==> config.mk <==
export PLATFORM = sky130hd
export DESIGN_NAME = tensor_header_parser
export DESIGN_NICKNAME = d
export VERILOG_FILES = /design/src/thp_pkg.sv /design/src/thp_front.sv /design/src/thp_fifo.sv /design/src/thp_back.sv /design/src/tensor_header_parser.sv
export VERILOG_INCLUDE_DIRS = /design/src /design/src/src
export SDC_FILE = /design/constraint.sdc
export NUM_CORES = 1
export LEC_CHECK = 0
export ABC_CLOCK_PERIOD_IN_PS = 10120
export BUFFER_PORTS_ARGS = -buffer_cell sky130_fd_sc_hd__buf_2
export CAP_MARGIN = 20
export CORE_ASPECT_RATIO = 0.75
export CORE_MARGIN = 2
export CORE_UTILIZATION = 40
export DETAILED_ROUTE_END_ITERATION = 8
export PLACE_DENSITY = 0.55
export SLEW_MARGIN = 20
export SYNTH_ARGS = -nofsm -noshare
export SYNTH_HDL_FRONTEND = slang
export SYNTH_SLANG_ARGS = --single-unit
==> constraint.sdc <==
create_clock -name clk_i -period 10.12 [get_ports clk_i]
set_input_delay 0.506 -clock clk_i [delete_from_list [all_inputs] [get_ports clk_i]]
set_output_delay 0.506 -clock clk_i [all_outputs]
set_load 0.02 [all_outputs]
==> src/tensor_header_parser_defines.svh <==
// Assertion macros shared by the tensor header parser modules.
// Each macro expects clk_i and rst_ni in the enclosing module.
`ifndef TENSOR_HEADER_PARSER_DEFINES_SVH
`define TENSOR_HEADER_PARSER_DEFINES_SVH

`define THP_ASSERT(lbl, prop, msg) \
  lbl: assert property (@(posedge clk_i) disable iff (!rst_ni) (prop)) \
    else $error(msg);

`define THP_ASSERT_IMPL(lbl, ante, cons, msg) \
  lbl: assert property (@(posedge clk_i) disable iff (!rst_ni) (ante) |-> (cons)) \
    else $error(msg);

`endif

==> src/thp_pkg.sv <==
`timescale 1ns / 1ps

package thp_pkg;

  localparam int InLenW        = 32;
  localparam int OffsetW       = 11;
  localparam int DefLengthBits = 32;
  localparam int DefFifoDepth  = 2;

  localparam int MagicBytes     = 8;
  localparam int DimBytes       = 4;
  localparam int FixedPartBytes = 16;
  localparam int SizesBytes     = 16;
  localparam int MinLength      = 12;

  localparam logic [OffsetW-1:0] DefMinHeaderSize = 11'd32;

  typedef enum logic [1:0] {
    CFG_MAGIC    = 2'd0,
    CFG_VERSION  = 2'd1,
    CFG_MIN_SIZE = 2'd2
  } thp_cfg_e;

  typedef enum logic [1:0] {
    KIND_NAME  = 2'd0,
    KIND_DIM   = 2'd1,
    KIND_DONE  = 2'd2,
    KIND_ERROR = 2'd3
  } thp_kind_e;

  typedef enum logic [2:0] {
    ERR_TOO_SMALL = 3'd0,
    ERR_MAGIC     = 3'd1,
    ERR_VERSION   = 3'd2,
    ERR_FIELDS    = 3'd3,
    ERR_NAME      = 3'd4,
    ERR_SHAPE     = 3'd5,
    ERR_SIZES     = 3'd6
  } thp_err_e;

  typedef struct packed {
    logic [7:0]        byte_value;
    logic [InLenW-1:0] buffer_length;
    logic              first_byte;
  } thp_in_t;

  typedef struct packed {
    thp_kind_e          kind;
    logic [63:0]        value;
    logic [63:0]        stored_size;
    logic [7:0]         dtype_code;
    logic [7:0]         compression_code;
    logic [7:0]         dim_count;
    logic [7:0]         name_length;
    logic [OffsetW-1:0] payload_offset;
    thp_err_e           error_code;
    logic               last;
  } thp_out_t;

endpackage

==> src/thp_front.sv <==
`timescale 1ns / 1ps

module thp_front #(
  parameter int LENGTH_BITS = thp_pkg::DefLengthBits
) (
  input  thp_pkg::thp_in_t                         in_word_i,
  input  logic [thp_pkg::OffsetW-1:0]              min_size_i,
  output logic [((LENGTH_BITS < thp_pkg::InLenW) ?
                 LENGTH_BITS : thp_pkg::InLenW)+9:0] entry_o
);

  localparam int LenW = (LENGTH_BITS < thp_pkg::InLenW) ? LENGTH_BITS : thp_pkg::InLenW;
  localparam logic [thp_pkg::InLenW:0] MaxLen = ((thp_pkg::InLenW+1)'(1) << LenW)
                                                - (thp_pkg::InLenW+1)'(1);

  logic [LenW-1:0] len_sat;
  logic            too_small;

  // The length is clipped to the counter width before the size checks.
  assign len_sat = ({1'b0, in_word_i.buffer_length} > MaxLen) ?
                   MaxLen[LenW-1:0] : in_word_i.buffer_length[LenW-1:0];

  assign too_small = (len_sat < {{(LenW-thp_pkg::OffsetW){1'b0}}, min_size_i}) ||
                     (len_sat < LenW'(thp_pkg::MinLength));

  assign entry_o = {len_sat, too_small, in_word_i.first_byte, in_word_i.byte_value};

endmodule

==> src/thp_fifo.sv <==
`timescale 1ns / 1ps
`include "tensor_header_parser_defines.svh"

module thp_fifo #(
  parameter int WIDTH = 42,
  parameter int DEPTH = thp_pkg::DefFifoDepth
) (
  input  logic             clk_i,
  input  logic             rst_ni,
  input  logic             push_i,
  input  logic [WIDTH-1:0] push_data_i,
  output logic             full_o,
  input  logic             pop_i,
  output logic             valid_o,
  output logic [WIDTH-1:0] pop_data_o
);

  localparam int PtrW = (DEPTH > 1) ? $clog2(DEPTH) : 1;
  localparam int CntW = $clog2(DEPTH + 1);

  logic [WIDTH-1:0] mem_q [DEPTH];
  logic [PtrW-1:0]  wr_ptr_q, wr_ptr_d;
  logic [PtrW-1:0]  rd_ptr_q, rd_ptr_d;
  logic [CntW-1:0]  count_q, count_d;
  logic             do_push, do_pop;

  assign full_o     = (count_q == CntW'(DEPTH));
  assign valid_o    = (count_q != '0);
  assign pop_data_o = mem_q[rd_ptr_q];
  assign do_push    = push_i && !full_o;
  assign do_pop     = pop_i && valid_o;

  always_comb begin
    wr_ptr_d = wr_ptr_q;
    rd_ptr_d = rd_ptr_q;
    count_d  = count_q;
    if (do_push) begin
      wr_ptr_d = (wr_ptr_q == PtrW'(DEPTH-1)) ? '0 : wr_ptr_q + PtrW'(1);
    end
    if (do_pop) begin
      rd_ptr_d = (rd_ptr_q == PtrW'(DEPTH-1)) ? '0 : rd_ptr_q + PtrW'(1);
    end
    if (do_push && !do_pop) begin
      count_d = count_q + CntW'(1);
    end else if (do_pop && !do_push) begin
      count_d = count_q - CntW'(1);
    end
  end

  always_ff @(posedge clk_i or negedge rst_ni) begin
    if (!rst_ni) begin
      wr_ptr_q <= '0;
      rd_ptr_q <= '0;
      count_q  <= '0;
    end else begin
      wr_ptr_q <= wr_ptr_d;
      rd_ptr_q <= rd_ptr_d;
      count_q  <= count_d;
    end
  end

  always_ff @(posedge clk_i) begin
    if (do_push) begin
      mem_q[wr_ptr_q] <= push_data_i;
    end
  end

  `THP_ASSERT(a_count_bound, count_q <= CntW'(DEPTH), "queue count exceeds depth")

endmodule

==> src/thp_back.sv <==
`timescale 1ns / 1ps
`include "tensor_header_parser_defines.svh"

module thp_back #(
  parameter int LENGTH_BITS = thp_pkg::DefLengthBits
) (
  input  logic                                      clk_i,
  input  logic                                      rst_ni,
  input  logic [63:0]                               magic_i,
  input  logic [31:0]                               version_i,
  input  logic                                      entry_valid_i,
  input  logic [((LENGTH_BITS < thp_pkg::InLenW) ?
                 LENGTH_BITS : thp_pkg::InLenW)+9:0] entry_i,
  output logic                                      pop_o,
  output logic                                      out_valid_o,
  input  logic                                      out_ready_i,
  output thp_pkg::thp_out_t                         out_word_o
);

  localparam int LenW = (LENGTH_BITS < thp_pkg::InLenW) ? LENGTH_BITS : thp_pkg::InLenW;
  localparam int OffW = thp_pkg::OffsetW;

  typedef enum logic [3:0] {
    PH_IDLE, PH_MAGIC, PH_VERSION, PH_FIELDS, PH_NAME, PH_SHAPE, PH_SIZE_A, PH_SIZE_B
  } phase_e;

  phase_e            phase_q, phase_d, ph_eff;
  logic [OffW-1:0]   pos_q, pos_d, pos_eff, pos_new;
  logic [2:0]        fbc_q, fbc_d, fbc_eff;
  logic [LenW-1:0]   len_q, len_d, len_eff;
  logic [63:0]       asm_q, asm_d, asm_eff, asm_new;
  logic [63:0]       orig_q, orig_d;
  logic [7:0]        dtype_q, dtype_d;
  logic [7:0]        comp_q, comp_d;
  logic [7:0]        dc_q, dc_d;
  logic [7:0]        nl_q, nl_d;
  logic [7:0]        items_q, items_d, items_eff, items_dec;
  logic              out_valid_q, out_valid_d;
  thp_pkg::thp_out_t out_q, out_d, res;
  logic              res_valid;

  logic [7:0]        e_byte;
  logic              e_first, e_small;
  logic [LenW-1:0]   e_len;
  logic [OffW-1:0]   need_name, need_shape, need_sizes;

  assign e_byte  = entry_i[7:0];
  assign e_first = entry_i[8];
  assign e_small = entry_i[9];
  assign e_len   = entry_i[LenW+9:10];

  assign pop_o       = entry_valid_i && (!out_valid_q || out_ready_i);
  assign out_valid_o = out_valid_q;
  assign out_word_o  = out_q;

  // A first byte restarts the header: the magic field is entered at once.
  assign ph_eff    = e_first ? PH_MAGIC : phase_q;
  assign fbc_eff   = e_first ? 3'd0 : fbc_q;
  assign asm_eff   = e_first ? 64'd0 : asm_q;
  assign pos_eff   = e_first ? '0 : pos_q;
  assign len_eff   = e_first ? e_len : len_q;
  assign items_eff = e_first ? 8'd0 : items_q;
  assign pos_new   = pos_eff + OffW'(1);
  assign items_dec = items_eff - 8'd1;

  always_comb begin
    for (int k = 0; k < 8; k++) begin
      asm_new[8*k +: 8] = asm_eff[8*k +: 8] | ((fbc_eff == 3'(k)) ? e_byte : 8'd0);
    end
  end

  assign need_name  = OffW'(thp_pkg::FixedPartBytes) + OffW'(e_byte);
  assign need_shape = need_name + OffW'({dc_q, 2'b00});
  assign need_sizes = need_shape + OffW'(thp_pkg::SizesBytes);

  always_comb begin
    phase_d     = phase_q;
    pos_d       = pos_q;
    fbc_d       = fbc_q;
    len_d       = len_q;
    asm_d       = asm_q;
    orig_d      = orig_q;
    dtype_d     = dtype_q;
    comp_d      = comp_q;
    dc_d        = dc_q;
    nl_d        = nl_q;
    items_d     = items_q;
    res         = '0;
    res_valid   = 1'b0;
    out_valid_d = out_valid_q && !out_ready_i;
    out_d       = out_q;

    if (pop_o) begin
      if (e_first) begin
        len_d   = e_len;
        pos_d   = '0;
        items_d = 8'd0;
      end
      if (e_first && e_small) begin
        phase_d        = PH_IDLE;
        res_valid      = 1'b1;
        res.kind       = thp_pkg::KIND_ERROR;
        res.error_code = thp_pkg::ERR_TOO_SMALL;
        res.last       = 1'b1;
      end else if (ph_eff != PH_IDLE) begin
        phase_d = ph_eff;
        pos_d   = pos_new;
        fbc_d   = fbc_eff + 3'd1;
        asm_d   = asm_new;
        case (ph_eff)
          PH_MAGIC: begin
            if (fbc_eff == 3'(thp_pkg::MagicBytes - 1)) begin
              fbc_d = 3'd0;
              asm_d = 64'd0;
              if (asm_new != magic_i) begin
                phase_d        = PH_IDLE;
                res_valid      = 1'b1;
                res.kind       = thp_pkg::KIND_ERROR;
                res.error_code = thp_pkg::ERR_MAGIC;
                res.last       = 1'b1;
              end else begin
                phase_d = PH_VERSION;
              end
            end
          end
          PH_VERSION: begin
            if (fbc_eff == 3'(thp_pkg::DimBytes - 1)) begin
              fbc_d = 3'd0;
              asm_d = 64'd0;
              if (asm_new != {32'd0, version_i}) begin
                phase_d        = PH_IDLE;
                res_valid      = 1'b1;
                res.kind       = thp_pkg::KIND_ERROR;
                res.error_code = thp_pkg::ERR_VERSION;
                res.last       = 1'b1;
              end else if (len_eff < LenW'(thp_pkg::FixedPartBytes)) begin
                phase_d        = PH_IDLE;
                res_valid      = 1'b1;
                res.kind       = thp_pkg::KIND_ERROR;
                res.error_code = thp_pkg::ERR_FIELDS;
                res.last       = 1'b1;
              end else begin
                phase_d = PH_FIELDS;
              end
            end
          end
          PH_FIELDS: begin
            asm_d = asm_eff;
            case (fbc_eff)
              3'd0: dtype_d = e_byte;
              3'd1: comp_d  = e_byte;
              3'd2: dc_d    = e_byte;
              default: begin
                nl_d = e_byte;
                res.kind       = thp_pkg::KIND_ERROR;
                res.last       = 1'b1;
                if (LenW'(need_name) > len_eff) begin
                  phase_d        = PH_IDLE;
                  res_valid      = 1'b1;
                  res.error_code = thp_pkg::ERR_NAME;
                end else if (LenW'(need_shape) > len_eff) begin
                  phase_d        = PH_IDLE;
                  res_valid      = 1'b1;
                  res.error_code = thp_pkg::ERR_SHAPE;
                end else if (LenW'(need_sizes) > len_eff) begin
                  phase_d        = PH_IDLE;
                  res_valid      = 1'b1;
                  res.error_code = thp_pkg::ERR_SIZES;
                end else if (e_byte != 8'd0) begin
                  phase_d = PH_NAME;
                  fbc_d   = fbc_eff;
                  items_d = e_byte;
                end else if (dc_q != 8'd0) begin
                  phase_d = PH_SHAPE;
                  fbc_d   = 3'd0;
                  asm_d   = 64'd0;
                  items_d = dc_q;
                end else begin
                  phase_d = PH_SIZE_A;
                  fbc_d   = 3'd0;
                  asm_d   = 64'd0;
                end
                if (!res_valid) begin
                  res = '0;
                end
              end
            endcase
          end
          PH_NAME: begin
            fbc_d     = fbc_eff;
            asm_d     = asm_eff;
            items_d   = items_dec;
            res_valid = 1'b1;
            res.kind  = thp_pkg::KIND_NAME;
            res.value = {56'd0, e_byte};
            if (items_dec == 8'd0) begin
              fbc_d = 3'd0;
              asm_d = 64'd0;
              if (dc_q != 8'd0) begin
                phase_d = PH_SHAPE;
                items_d = dc_q;
              end else begin
                phase_d = PH_SIZE_A;
              end
            end
          end
          PH_SHAPE: begin
            if (fbc_eff == 3'(thp_pkg::DimBytes - 1)) begin
              fbc_d     = 3'd0;
              asm_d     = 64'd0;
              items_d   = items_dec;
              phase_d   = (items_dec == 8'd0) ? PH_SIZE_A : PH_SHAPE;
              res_valid = 1'b1;
              res.kind  = thp_pkg::KIND_DIM;
              res.value = asm_new;
            end
          end
          PH_SIZE_A: begin
            if (fbc_eff == 3'd7) begin
              orig_d  = asm_new;
              fbc_d   = 3'd0;
              asm_d   = 64'd0;
              phase_d = PH_SIZE_B;
            end
          end
          PH_SIZE_B: begin
            if (fbc_eff == 3'd7) begin
              phase_d              = PH_IDLE;
              fbc_d                = fbc_eff;
              res_valid            = 1'b1;
              res.kind             = thp_pkg::KIND_DONE;
              res.value            = orig_q;
              res.stored_size      = asm_new;
              res.dtype_code       = dtype_q;
              res.compression_code = comp_q;
              res.dim_count        = dc_q;
              res.name_length      = nl_q;
              res.payload_offset   = pos_new;
              res.last             = 1'b1;
            end
          end
          default: begin
            phase_d = PH_IDLE;
          end
        endcase
      end
      if (res_valid) begin
        out_valid_d = 1'b1;
        out_d       = res;
      end
    end
  end

  always_ff @(posedge clk_i or negedge rst_ni) begin
    if (!rst_ni) begin
      phase_q     <= PH_IDLE;
      pos_q       <= '0;
      fbc_q       <= 3'd0;
      len_q       <= '0;
      asm_q       <= 64'd0;
      orig_q      <= 64'd0;
      dtype_q     <= 8'd0;
      comp_q      <= 8'd0;
      dc_q        <= 8'd0;
      nl_q        <= 8'd0;
      items_q     <= 8'd0;
      out_valid_q <= 1'b0;
      out_q       <= '0;
    end else begin
      phase_q     <= phase_d;
      pos_q       <= pos_d;
      fbc_q       <= fbc_d;
      len_q       <= len_d;
      asm_q       <= asm_d;
      orig_q      <= orig_d;
      dtype_q     <= dtype_d;
      comp_q      <= comp_d;
      dc_q        <= dc_d;
      nl_q        <= nl_d;
      items_q     <= items_d;
      out_valid_q <= out_valid_d;
      out_q       <= out_d;
    end
  end

  `THP_ASSERT_IMPL(a_name_count, phase_q == PH_NAME, items_q != 8'd0, "name phase with no bytes left")
  `THP_ASSERT_IMPL(a_shape_count, phase_q == PH_SHAPE, items_q != 8'd0, "shape phase with no dims left")
  `THP_ASSERT_IMPL(a_item_not_last, out_valid_q && (out_q.kind == thp_pkg::KIND_NAME || out_q.kind == thp_pkg::KIND_DIM), !out_q.last, "name or dim word flagged last")

endmodule

==> src/tensor_header_parser.sv <==
`timescale 1ns / 1ps
`include "tensor_header_parser_defines.svh"
// Tensor header parser. Software writes the expected magic, the expected version and the
// minimum header size through the configuration port while the parser is idle.
// Buffer bytes arrive one word per cycle on the input channel while it is ready; the
// word that starts a buffer has first_byte set and carries the total buffer length.
// The output channel returns one word per name byte and per shape dimension, then a
// final word flagged last: either done, with the header fields and data offset, or an
// error code. Bytes after the final word are dropped until the next first byte.
// Input words pass through a small queue to the parsing engine, which handles one byte
// per cycle unless the output stalls, so the sustained rate is one input word per
// cycle. A result is registered on the output in the cycle after its byte is popped.
// When the receiver stalls, the output register holds its word and the queue absorbs
// incoming words; input ready drops once the queue is full.
// Reset empties the queue and the output register, returns the parser to idle and
// loads the configuration defaults: magic zero, version zero, minimum size 32.

module tensor_header_parser #(
  parameter int LENGTH_BITS = thp_pkg::DefLengthBits,
  parameter int FIFO_DEPTH  = thp_pkg::DefFifoDepth
) (
  input  logic                        clk_i,
  input  logic                        rst_ni,
  input  logic                        cfg_we_i,
  input  logic [1:0]                  cfg_index_i,
  input  logic [63:0]                 cfg_wdata_i,
  input  logic                        in_valid_i,
  output logic                        in_ready_o,
  input  thp_pkg::thp_in_t            in_word_i,
  output logic                        out_valid_o,
  input  logic                        out_ready_i,
  output thp_pkg::thp_out_t           out_word_o
);

  localparam int LenW   = (LENGTH_BITS < thp_pkg::InLenW) ? LENGTH_BITS : thp_pkg::InLenW;
  localparam int EntryW = LenW + 10;

  logic [63:0]                 magic_q;
  logic [31:0]                 version_q;
  logic [thp_pkg::OffsetW-1:0] min_size_q;
  logic [EntryW-1:0]           entry_in, entry_out;
  logic                        fifo_full, fifo_valid, fifo_pop;

  always_ff @(posedge clk_i or negedge rst_ni) begin
    if (!rst_ni) begin
      magic_q    <= 64'd0;
      version_q  <= 32'd0;
      min_size_q <= thp_pkg::DefMinHeaderSize;
    end else if (cfg_we_i) begin
      case (cfg_index_i)
        thp_pkg::CFG_MAGIC:    magic_q    <= cfg_wdata_i;
        thp_pkg::CFG_VERSION:  version_q  <= cfg_wdata_i[31:0];
        thp_pkg::CFG_MIN_SIZE: min_size_q <= cfg_wdata_i[thp_pkg::OffsetW-1:0];
        default: begin
        end
      endcase
    end
  end

  assign in_ready_o = !fifo_full;

  thp_front #(
    .LENGTH_BITS(LENGTH_BITS)
  ) u_front (
    .in_word_i (in_word_i),
    .min_size_i(min_size_q),
    .entry_o   (entry_in)
  );

  thp_fifo #(
    .WIDTH(EntryW),
    .DEPTH(FIFO_DEPTH)
  ) u_fifo (
    .clk_i      (clk_i),
    .rst_ni     (rst_ni),
    .push_i     (in_valid_i),
    .push_data_i(entry_in),
    .full_o     (fifo_full),
    .pop_i      (fifo_pop),
    .valid_o    (fifo_valid),
    .pop_data_o (entry_out)
  );

  thp_back #(
    .LENGTH_BITS(LENGTH_BITS)
  ) u_back (
    .clk_i        (clk_i),
    .rst_ni       (rst_ni),
    .magic_i      (magic_q),
    .version_i    (version_q),
    .entry_valid_i(fifo_valid),
    .entry_i      (entry_out),
    .pop_o        (fifo_pop),
    .out_valid_o  (out_valid_o),
    .out_ready_i  (out_ready_i),
    .out_word_o   (out_word_o)
  );

  `THP_ASSERT_IMPL(a_done_clean, out_valid_o && out_word_o.kind == thp_pkg::KIND_DONE, out_word_o.last && out_word_o.error_code == thp_pkg::ERR_TOO_SMALL, "done word malformed")

endmodule

**Yosys cells after proc, flatten, opt, wreduce, memory -nomap -nowiden**

Memory sizes are Yosys's and may differ from the RTL's.
Index checks and enable logic that the tools add are counted.

- Register bits: 507
- Output and inout port bits: 179
- Input bits: 112
- Bits in read-only memories: 0
- RAM bits: 84
- Bits in latches: 0
- Memories: 1
- Logic and storage cells: 231

- Bitwise operators: 10
- Multiply operators: 0
- $add $sub $neg: 10
- Muxes and demuxes: 120
- Equality and inequality tests: 19
- Shift-type cells: 0
- Reduce and logical (&&, ||, !) cells: 37
- Divide/modulo/power cells: 0
- Magnitude comparators: 6

Memories:

| memory | depth | width | rd ports | clocked after Yosys merged registers in | wr ports | RTL line | RTL |
|---|---|---|---|---|---|---|---|
| u_fifo.mem_q | 2 | 42 | 1 | 0 | 1 | thp_fifo.sv:21 | `logic [WIDTH-1:0] mem_q [DEPTH];` |

Operators with widths:

| operator | count |
|---|---|
| two-way mux 64 bit | 9 |
| two-way mux 177 bit | 3 |
| case mux 64 bit (4 select lines) | 2 |
| case mux 107 bit (2 select lines) | 1 |
| two-way mux 173 bit | 1 |
| two-way mux 171 bit | 1 |
| two-way mux 8 bit | 20 |
| > comparator 11 x 32 -> 1 bit | 3 |
| two-way mux 4 bit | 19 |
| two-way mux 65 bit | 1 |
| != test 64 x 32 -> 1 bit | 1 |
| != test 64 bit | 1 |
| OR 8 bit | 8 |
| two-way mux 3 bit | 14 |
| two-way mux 11 bit | 3 |
| < comparator 32 x 11 -> 1 bit | 1 |
| < comparator 32 x 4 -> 1 bit, second input constant | 1 |
| < comparator 32 x 5 -> 1 bit, second input constant | 1 |
| two-way mux 32 bit | 1 |
| case mux 4 bit (7 select lines) | 1 |
| two-way mux 2 bit | 13 |
| two-way mux 1 bit | 25 |
| AND reduction 5 bit | 5 |
| case mux 8 bit (3 select lines) | 1 |
| other kinds (36) | 66 |

**Depth between registers and ports, before layout**

An unclocked memory read counts as a cell.

- Word-level depth: 20
- Depth in mapped cells: 25

**Modules after synthesis**

A second synthesis with hierarchy kept.

- Cells, all modules: 2331
- Area total of the unflattened synthesis: 28548.6 sq um

By module, submodules not included:

| module | area an instance (sq um) | times used | cells each |
|---|---|---|---|
| thp_back | 20335.8 | 1 | 1863 |
| tensor_header_parser | 4119.0 | 1 | 229 |
| thp_fifo | 3430.8 | 1 | 150 |
| thp_front | 663.1 | 1 | 89 |

**Least setup slack after synthesis**

OpenSTA, ideal clock, no wires.

- Kind: flip-flop to flip-flop
- Start point: register u_fifo.rd_ptr_q
- End point: register u_back.out_q (netlist bit u_back.out_word_o[171])
- Data arrival time: 5.483 ns
- Required time: 9.992 ns
- Period minus slack after synthesis: 5.611 ns
- Library setup time: 0.128 ns
- Buffers on the path: 5
- Stages on the path, launching flop included: 25
- Path slack: 4.509 ns
- Cell sequence: dfrtp_1 -> buf_4 -> buf_4 -> mux2i_2 -> clkbuf_1 -> ha_1 -> ha_1 -> nor2b_1 -> o21ai_0 -> nand2b_1 -> a21o_1 -> a21oi_1 -> xnor2_1 -> a31o_2 -> ha_1 -> nand3_1 -> a2111oi_0 -> a2111o_1 -> a211oi_1 -> o311ai_0 -> or3_1 -> o31ai_4 -> buf_4 -> buf_4 -> mux2_1

- Cells in the longest elaborated chain, start to end: 19
- Elaborated cells on any way between the ends: 74

RTL lines:

| what | RTL line | RTL |
|---|---|---|
| start, declared | thp_fifo.sv:23 | `logic [PtrW-1:0] rd_ptr_q, rd_ptr_d;` |
| start signal, assigned | thp_fifo.sv:57 | `rd_ptr_q <= rd_ptr_d;` |
| memory (2 x 42 bit) (*) | n/a |  |
| adder 5 x 8 -> 9 bit | thp_back.sv:72 | `assign need_name = OffW'(thp_pkg::FixedPartBytes) + OffW'(e_byte);` |
| adder 11 x 10 -> 11 bit | thp_back.sv:73 | `assign need_shape = need_name + OffW'({dc_q, 2'b00});` |
| adder 11 x 5 -> 11 bit | thp_back.sv:74 | `assign need_sizes = need_shape + OffW'(thp_pkg::SizesBytes);` |
| > comparator 11 x 32 -> 1 bit | thp_back.sv:165 | `end else if (LenW'(need_sizes) > len_eff) begin` |
| two-way mux 1 bit | thp_back.sv:165 |  |
| two-way mux 1 bit | thp_back.sv:161 | `end else if (LenW'(need_shape) > len_eff) begin` |
| two-way mux 1 bit | thp_back.sv:157 | `if (LenW'(need_name) > len_eff) begin` |
| [3 not listed] | n/a |  |
| two-way mux 1 bit | thp_back.sv:99 | `if (e_first && e_small) begin` |
| two-way mux 1 bit | thp_back.sv:93 | `if (pop_o) begin` |
| two-way mux 1 bit | thp_back.sv:149 | `case (fbc_eff)` |
| case mux 1 bit (6 select lines) | thp_back.sv:110 | `case (ph_eff)` |
| two-way mux 1 bit | thp_back.sv:105 | `end else if (ph_eff != PH_IDLE) begin` |
| two-way mux 1 bit | thp_back.sv:99 |  |
| two-way mux 1 bit | thp_back.sv:93 |  |
| AND reduction 2 bit (no line) | n/a |  |
| end signal, assigned | thp_back.sv:282 | `out_q <= out_d;` |
| end, declared | thp_back.sv:39 | `thp_pkg::thp_out_t out_q, out_d, res;` |

Every way passes the cells marked *; elsewhere a longest branch is shown, timed or not. The select of a mux whose other input is x is not followed.
A chain may end at the register's enable or synchronous reset.

**Worst setup path in the final report**

- Start point: register u_fifo.rd_ptr_q
- End point: register u_back.out_q (netlist bit u_back.out_word_o[124])

Same word-level chain as after synthesis.

==> summary.md <==
| Metric | Value |
|---|---|
| Rel. slew slack | 18.56% |
| H-tree depth | 2 |
| DRT iter0 DRCs | 2261 |
| Most instantiated flip-flop cell in the synthesis netlist | dfrtp_1 |
| Max frequency | 123.1 MHz |
| Max IR drop VDD | 0.1451 mV |
| Overall fraction of global-route tracks in use | 25.47% |
| Required time at the worst-slack endpoint | 10.64 ns |
| Post-synth design cell area | 28480 um^2 |
| Routed Wire Length | 95110 um |
| TritonCTS Buffers | 61 |
| Cell with the most instances after synthesis | dfrtp_1 |
| CTS Root Buffer Type | clkbuf_16 |
| Cell area power density | 260.9 nW/um^2 |
| Final Slew Violations | 0 |
| Setup crit end kind | register |
| Initial antenna violation count | 3 |
| Critical Path Start Type | register |
| Final-report setup violation count | 0 |
| Path type of the worst setup path | reg -> reg |
| Post-synthesis area per instance | 11.35 um^2 |
| Nets in the synthesized netlist | 2682 |
| Synth top area share | 44.46% |
| Die Height | 235.1 um |
| Class of the most critical hold timing path | in -> reg |
| Total Power | 8.630 mW |
| Min cycle time layout | 8.120 ns |
| Core Util, Final | 47.05% |
| Syn Inst Count | 2509 |
| Critical path fanouts, max | 28 |
| Number of remaining DRC errors | 0 |
| Flip-flop and latch count after synthesis | 591 |
| Total vias in the final route | 21.98k |
| Synth top area cells | dfrtp_1 44%, edfxtp_1 8.9%, mux2_2 7.9% |
| Tightest Pin Transition | 1.222 ns |
| Routed vias/inst | 5.860 |
| Data arrival time of the critical path | 8.64 ns |
| RSZ-0062 raised after global routing | false |
| Net count, final | 2928 |
| Final worst-path cycle share | 80.24% |
| Sequential fraction of the synthesis area | 53.41% |
| Vias in the first global route | 21.31k |
| Setup TNS after final layout | 0 ns |
| Initial Util | 40.51% |
| Async S/R FF share, synth | 85.79% |
| Layout cells sized above 1 | 24.39% |
| Largest net degree at the start of global routing | 113 |
| CTS tree | yes |
| Final Hold Vio Count | 0 |
| Post-CTS repair timing setup buffer count | 0 |
| Cell leakage power | 15.48 nW |
| Total die area | 73380 um^2 |
| Cell Rows | 84 |
| Non-filler instance count after layout | 3751 |
| Fin Clk Skew | 0.03170 ns |
| Num Clock Sinks | 591 |
| Number of iterations in the first detailed-routing pass | 6 |
| Detailed Place HPWL | 66810 um |
| Cell taking the most area after synthesis | dfrtp_1 |
| Run status | finished clean |
| Cell area after placement | 30940 um^2 |
| Count of boundary I/O pins | 291 |
| Fin area | 33080 um^2 |
| Horiz. Die Dim | 312.1 um |
| # port buffers | 290 |
| Count of flip-flops with a built-in enable after synthesis | 84 |
| Global-route wire length before repair | 142600 um |
| Ys Warns | 0 |
| Number of buffers between clock root and the deepest sink | 3 |
| Number of placed cells counting well taps | 3636 |
| GR Overflow Total | 0 |
| Final weighted congestion of routability-driven global placement | 0.9205 |
| Maxcap violations | 0 |
| Area growth, synth to finish | 16.14% |
| Synth cell types | 85 |
| Standard cell core area | 70310 um^2 |
| Most frequent cells after synthesis | 506 x dfrtp_1, 259 x nand2_1, 206 x a22o_1 |
| Antenna Nets Post-Route | 0 |
| Clock slew at reported path FFs | 0.06 ns |
| Clock network latency to the later pin of the worst-skew pair | 0.66 ns |
| Drt wl/cell | 25.35 um |
-- where the power goes --
group          internal, mW  switching, mW  leakage, nW
Clock                  1.35          0.996         1.03
Combinational          1.02           2.25         6.92
Sequential             2.76          0.268         7.53
Total                  5.12           3.51         15.5
-- cell type report --
class | instances | area [um^2]
Sequential cell | 591 | 15210
Multi-Input combinational cell | 1694 | 12430
Fill cell | 6466 | 37230
Timing Repair Buffer | 345 | 1926
Clock buffer | 86 | 1803
Antenna cell | 1 | 2.502
Tap cell | 946 | 1184
Clock inverter | 26 | 286.5
Inverter | 62 | 232.7
-- kinds of logic after synthesis --
group | share of synthesized area, %
adders and majority gates | 2.706
buffers and inverters | 3.233
AOI/OAI and AO/OA | 16.84
muxes | 11.74
and+or+nand+nor | 9.085
DFF | 53.41
xor gates and xnor gates | 2.983
-- layout by cell type, fill, tap and decap left out, types with 36 or more instances in the layout --
| cell | n |
|---|---|
| dfrtp_1 | 505 |
| buf_2 | 289 |
| nand2_1 | 259 |
| a22o_1 | 206 |
| mux2_2 | 199 |
| o21ai_0 | 150 |
| a21oi_1 | 98 |
| mux2i_1 | 84 |
| edfxtp_1 | 84 |
| nor2_1 | 80 |
| xnor2_1 | 63 |
| clkbuf_16 | 63 |
| ha_1 | 60 |
| inv_1 | 59 |
| buf_4 | 50 |
| nor3_1 | 36 |
-- critical path: stages, from the launching register on --
cell and delay, ns:
dfrtp_2 0.67, mux2i_2 0.93, inv_1 0.69, ha_1 0.45, fa_1 0.40, a21o_1 0.17
a21oi_1 0.21, o21ai_0 0.18, xor2_1 0.33, nand3_1 0.16, xnor2_1 0.16, ha_1 0.30
nand3_1 0.12, nor4_1 0.34, nand4_1 0.22, a211oi_1 0.54, o311ai_0 0.21, or3_1 0.39
o31ai_4 0.62, buf_4 0.47, mux2_2 0.38
-- registers in the layout (all words and copies together), names as in the netlist --
register	cells
u_back.dtype_q	8
u_fifo.count_q	2
u_fifo.mem_q	84
min_size_q	11
magic_q	64
u_fifo.rd_ptr_q	1
version_q	32
u_back.asm_q	64
u_back.items_q	8
u_back.comp_q	8
u_back.out_valid_o	1
u_back.fbc_q	3
u_back.out_word_o	177
u_back.nl_q	8
u_back.phase_q	4
u_back.len_q	32
u_back.pos_q	11
u_back.orig_q	64
u_fifo.wr_ptr_q	1
u_back.dc_q	8
-- path summary, 6_finish.rpt --
check / startpoint / end / slack (ns) / cells past startpoint
max: u_fifo.rd_ptr_q / u_back.out_word_o[124] / 2.00 / 20
min: in_word_i[0] / u_fifo.mem_q[1][8] / 0.06 / 1
min in group asynchronous: rst_ni / u_back.out_word_o[36] / 0.51 / 2
max in group asynchronous: rst_ni / u_back.orig_q[17] / 7.34 / 4
max reg2reg: u_fifo.rd_ptr_q / u_back.out_word_o[124] / 2.00 / 20
min reg2reg: u_back.nl_q[1] / u_back.nl_q[1] / 0.48 / 2
-- routing by layer --
metal / vias to the layer above / share of wire (%) / global-route usage [%]
met5: - / 0 / 0
met2: 936 / 42 / 36.36
met1: 11180 / 48 / 39.29
met4: 0 / 1.9 / 5.186
met3: 118 / 8.6 / 5.770
li1: 9753 / - / -
-- metrics by stage --
step	hold slack (ns)	worst slack, ns
after floorplan	0.2104	4.509
after global placement	0.4644	2.258
after detailed placement	0.4718	2.022
after CTS	0.03027	1.972
after global routing	0.04376	1.490
final	0.06334	2.000
-- repair_timing --
action                    CTS  global route
hold buffers                1             0
hold endpoints to repair  108             0
gates resized for setup     0             0
Power figures use the tool's default switching activity.
